File: config.mk
export PLATFORM = sky130hd
export DESIGN_NAME = ftps_div
export DESIGN_NICKNAME = d
export VERILOG_FILES = /design/src/rtl/core/ftps_div.sv
export SDC_FILE = /design/constraint.sdc
export NUM_CORES = 1
export LEC_CHECK = 0
export BUFFER_PORTS_ARGS = -buffer_cell sky130_fd_sc_hd__buf_2
export CORE_MARGIN = 5
export CORE_UTILIZATION = 29
export DETAILED_ROUTE_END_ITERATION = 10
export SLEW_MARGIN = 20
export SYNTH_ARGS = -nofsm -noshare
export SYNTH_HDL_FRONTEND = slang
export SYNTH_SLANG_ARGS = --single-unit
export TNS_END_PERCENT = 20
File: constraint.sdc
create_clock -name aclk -period 2.6 [get_ports aclk]
set_clock_uncertainty 0.2 [all_clocks]
set_input_delay 0.52 -clock aclk [delete_from_list [all_inputs] [get_ports aclk]]
set_output_delay 0.52 -clock aclk [all_outputs]
set_load 0.02 [all_outputs]
File: src/rtl/core/ftps_div.sv
// Restoring divider, one quotient bit per cycle, shared by the mean and the percentage.
// Depends on nothing but its parameters.
`default_nettype none

module ftps_div #(
    parameter int DIV_W = 48,
    parameter int DVS_W = 11
) (
    input  wire logic              aclk,
    input  wire logic              aresetn,
    input  wire logic              start,
    input  wire logic [DIV_W-1:0]  dividend,
    input  wire logic [DVS_W-1:0]  divisor,
    output logic                   done,
    output logic [DIV_W-1:0]       quotient
);

    localparam int STEP_W = $clog2(DIV_W + 1);

    logic [DIV_W-1:0]  acc_reg, acc_next;
    logic [DVS_W-1:0]  rem_reg, rem_next;
    logic [STEP_W-1:0] step_reg, step_next;
    logic              busy_reg, busy_next;
    logic              done_reg, done_next;
    logic [DVS_W:0]    trial;
    logic              fits;

    // Bring down the next dividend bit and try the subtraction.
    assign trial = {rem_reg, acc_reg[DIV_W-1]};
    assign fits  = trial >= {1'b0, divisor};

    always_comb begin
        acc_next  = acc_reg;
        rem_next  = rem_reg;
        step_next = step_reg;
        busy_next = busy_reg;
        done_next = 1'b0;
        if (start && !busy_reg) begin
            acc_next  = dividend;
            rem_next  = '0;
            step_next = '0;
            busy_next = 1'b1;
        end else if (busy_reg) begin
            rem_next  = fits ? DVS_W'(trial - {1'b0, divisor}) : DVS_W'(trial);
            acc_next  = {acc_reg[DIV_W-2:0], fits};
            step_next = step_reg + 1'b1;
            if (step_reg == STEP_W'(DIV_W - 1)) begin
                busy_next = 1'b0;
                done_next = 1'b1;
            end
        end
    end

    always_ff @(posedge aclk) begin
        if (!aresetn) begin
            busy_reg <= 1'b0;
            done_reg <= 1'b0;
        end else begin
            busy_reg <= busy_next;
            done_reg <= done_next;
        end
        acc_reg  <= acc_next;
        rem_reg  <= rem_next;
        step_reg <= step_next;
    end

    assign done     = done_reg;
    assign quotient = acc_reg;

endmodule

`default_nettype wire
==> run metrics <==
crit share post-route=95.15%; TritonCTS clock tree=done; fraction of registers with async set or reset after synthesis=0%; effective utilization at floorplan=29.48%; post-route standard cell area excluding fillers=4454 um^2; class of the most critical hold timing path=in2reg; worst-path cell chain=inv_1 > ha_1 > fa_2 > nor2b_2 > o31a_2 > o21ai_2 > a211o_1 > buf_4 > or2_4 > o21ai_1; HPWL after detailed placement=6136 um; global-route wire length before repair=13,270 um; RSZ-0062 raised after global routing=yes; root buffer cell=sky130_fd_sc_hd__clkbuf_16; via count of the first global-routing pass=2,725; average wire per standard cell=14.79 um; maximum vdd ir drop=0.3308 mV; post-route setup TNS=0 ns; Final GP Congestion=0.7891; Post-Synthesis Cells=269; number of vias per cell after detailed routing=4.682; arrival time of the worst setup path=2.52 ns; Final ANT Viol Nets=0; Die Span X=117.7 um; Clock Sink Count=67; die area=13,860 um^2; Critical Path End Type=flop; number of buffers between clock root and the deepest sink=2; worst slack after detailed placement=-0.1261 ns; dpl cell area=4158 um^2; Post-synth EDFFs=48; FF+latch count, synth=67; final-stage net count=468; # IOs=111; synth unique cells=45; slowest cell delay on critical path=0.38 ns; Post-CTS Setup Inserts=0; antenna fix cells=0; Worst Tran Pin Value=0.6368 ns; Psw=0.8293 mW; pin count of the biggest net entering global routing=32; syn_nets=344; kind of start point of the critical path=flop; post-route minimum period=2.474 ns; cts repair resizes=0; required time at the worst-slack endpoint=2.65 ns; Cell Int Power=2.278 mW; post-detailed-route DRC marker count=0; number of DRC markers in iteration 0=80; signed area change from the synthesized netlist to the final layout=32.34%; status=complete, no violations; Cell Area, Synth=3366 um^2; sequential cell area fraction in the yosys report=54.13%; Hold Fails Final Rpt=0; Yosys warning count=0; Clock Power Share=38.2%; initial antenna violation count=0; combinational fraction of design power=18.3%; Slew Viols, Final=0; worst-path fanout max=13; number of buffers created by CTS=9; max-cap violation count=0; die span in y=117.7 um; cell with the largest stage delay on the worst path=sky130_fd_sc_hd__edfxtp_1; total wire length=7999 um; critical path class=reg2reg; htree depth=3; area inside the core boundary=11,420 um^2; grt ovf=0; Worst Hold Margin=0.2202 ns; via total after detailed routing=2,533; Mapped Avg Cell Area=12.51 um^2; Core Rows=39; worst setup margin=0.1260 ns; clock latency of the later-clocked register in the worst-skew pair=0.32 ns; proportion of layout cells with a drive suffix above 1=49.75%; Pleak=1.883 nW; power density of the placed cells=697.6 nW/um^2; most frequently used flop master after synthesis=sky130_fd_sc_hd__edfxtp_1; Overall Global Routing Usage=11.55%; normalized max-slew margin=57.49%; count of hold-fix buffers inserted at cts=0; number of detailed-routing iterations run before antenna repair=4; PortBufs=110; number of endpoints failing setup at the final stage=0; sequential share of power=43.6%; highest clock rate=404.2 MHz; number of flip-flops in the largest register=48; switching share of power=26.69%; clock-pin slew of the registers on the worst-case setup and hold paths=0.06 ns
## through the flow
stage | power, mW | utilization [%] | cells
global route | 3.261 | 39.01 | 541
CTS | 3.147 | 38.99 | 541
floorplan | 1.723 | - | 269
finish | 3.107 | 39.01 | 541
detailed placement | 1.949 | 36.41 | 525
global placement | 1.938 | 36.41 | 525
## synth_stat cells (3+ instances only)
master                     number  area (um^2)
sky130_fd_sc_hd__a21oi_1        6        30.03
sky130_fd_sc_hd__a32oi_1        6        52.55
sky130_fd_sc_hd__buf_2          7        35.03
sky130_fd_sc_hd__clkbuf_1       3        11.26
sky130_fd_sc_hd__dfxtp_1       19        380.4
sky130_fd_sc_hd__edfxtp_1      48         1441
sky130_fd_sc_hd__ha_1          12        150.1
sky130_fd_sc_hd__inv_1         17        63.81
sky130_fd_sc_hd__mux2_2        48        540.5
sky130_fd_sc_hd__nand2_1       14        52.55
sky130_fd_sc_hd__nand3_1        7        35.03
sky130_fd_sc_hd__nor2_1        13        48.80
sky130_fd_sc_hd__o21a_1         3        22.52
sky130_fd_sc_hd__o21ai_0        9        45.04
sky130_fd_sc_hd__o21ai_1        7        35.03
sky130_fd_sc_hd__o311ai_1       3        26.28
sky130_fd_sc_hd__or3_1          3        18.77
sky130_fd_sc_hd__xnor2_1        4        35.03
sky130_fd_sc_hd__xor2_1         4        35.03
## critical path: cells and delay by family (launching register included)
kind | cells | cell delay (ns)
AO/OA/AOI/OAI | 4 | 0.61
flip-flops | 1 | 0.38
buffers and inverters | 2 | 0.24
AND/OR/NAND/NOR | 2 | 0.39
adder cells (fa/ha/maj) | 2 | 0.56
## power groups by stage
stage,logic [mW],clock network (mW),registers (mW)
after CTS,0.576,1.21,1.36
after floorplan,0.245,0,1.48
after global placement,0.566,0,1.37
final,0.568,1.19,1.35
after global routing,0.622,1.27,1.37
after detailed placement,0.574,0,1.38
## path summary, 6_finish.rpt
kind                                    from         end  slack (ns)  cells past startpoint
worst min-delay path                 aresetn        done        0.22                      2
worst min register to register    rem_reg[4]  rem_reg[4]        0.28                      2
worst max-delay path            quotient[47]  rem_reg[9]        0.13                     10
worst max register to register  quotient[47]  rem_reg[9]        0.13                     10
## routing by layer
layer  wire length [um]  part of all wire (%)  GRT usage [%]
met1               3599                    45          14.62
met2               3673                    46          18.03
met3                658                   8.2          4.757
met4                 68                  0.85          3.513
met5                  0                     0              0
## cell type report
cell class / instances / area [um^2]
Clock buffer: 9 / 225.2
Tap cell: 143 / 178.9
Timing Repair Buffer: 126 / 683.2
Inverter: 17 / 63.81
Sequential cell: 67 / 1822
Clock inverter: 7 / 68.82
Fill cell: 1131 / 6964
Multi-Input combinational cell: 172 / 1413
## cell usage in the layout, fill, tap and decap left out, types with 2 or more instances in the layout
cell type / n
sky130_fd_sc_hd__clkinv_4: 2
sky130_fd_sc_hd__o311ai_1: 3
sky130_fd_sc_hd__or3_1: 3
sky130_fd_sc_hd__nand2b_1: 2
sky130_fd_sc_hd__buf_4: 15
sky130_fd_sc_hd__o21a_1: 3
sky130_fd_sc_hd__mux2_2: 48
sky130_fd_sc_hd__nor2b_1: 2
sky130_fd_sc_hd__inv_1: 16
sky130_fd_sc_hd__nor3_1: 2
sky130_fd_sc_hd__nor2_1: 12
sky130_fd_sc_hd__o21ai_0: 9
sky130_fd_sc_hd__a21oi_1: 6
sky130_fd_sc_hd__a311oi_1: 2
sky130_fd_sc_hd__nand3_1: 7
sky130_fd_sc_hd__a211o_1: 2
sky130_fd_sc_hd__edfxtp_1: 48
sky130_fd_sc_hd__nand4_1: 2
sky130_fd_sc_hd__mux2i_1: 2
sky130_fd_sc_hd__clkinv_2: 2
sky130_fd_sc_hd__o31a_1: 2
sky130_fd_sc_hd__a32oi_1: 6
sky130_fd_sc_hd__xnor2_1: 4
sky130_fd_sc_hd__xor2_1: 4
sky130_fd_sc_hd__o21ai_1: 7
sky130_fd_sc_hd__nand2_1: 14
sky130_fd_sc_hd__nor4b_1: 2
sky130_fd_sc_hd__ha_1: 12
sky130_fd_sc_hd__clkbuf_16: 9
sky130_fd_sc_hd__dfxtp_1: 19
sky130_fd_sc_hd__o31ai_1: 2
sky130_fd_sc_hd__buf_2: 110
## kinds of logic (layout without fill, tap and decap cells)
group                    after synthesis  count (layout)  share of synthesized area (%)
flip-flops                            67              67                          54.13
buffers and inverters                 30             159                          4.200
AO/OA/AOI/OAI                         49              49                          10.22
AND/OR/NAND/NOR                       52              52                          7.658
adder cells (fa/ha/maj)               13              13                          5.056
XOR/XNOR                               8               8                          2.082
multiplexers                          50              50                          16.65
(Power assumes the default switching activity.)
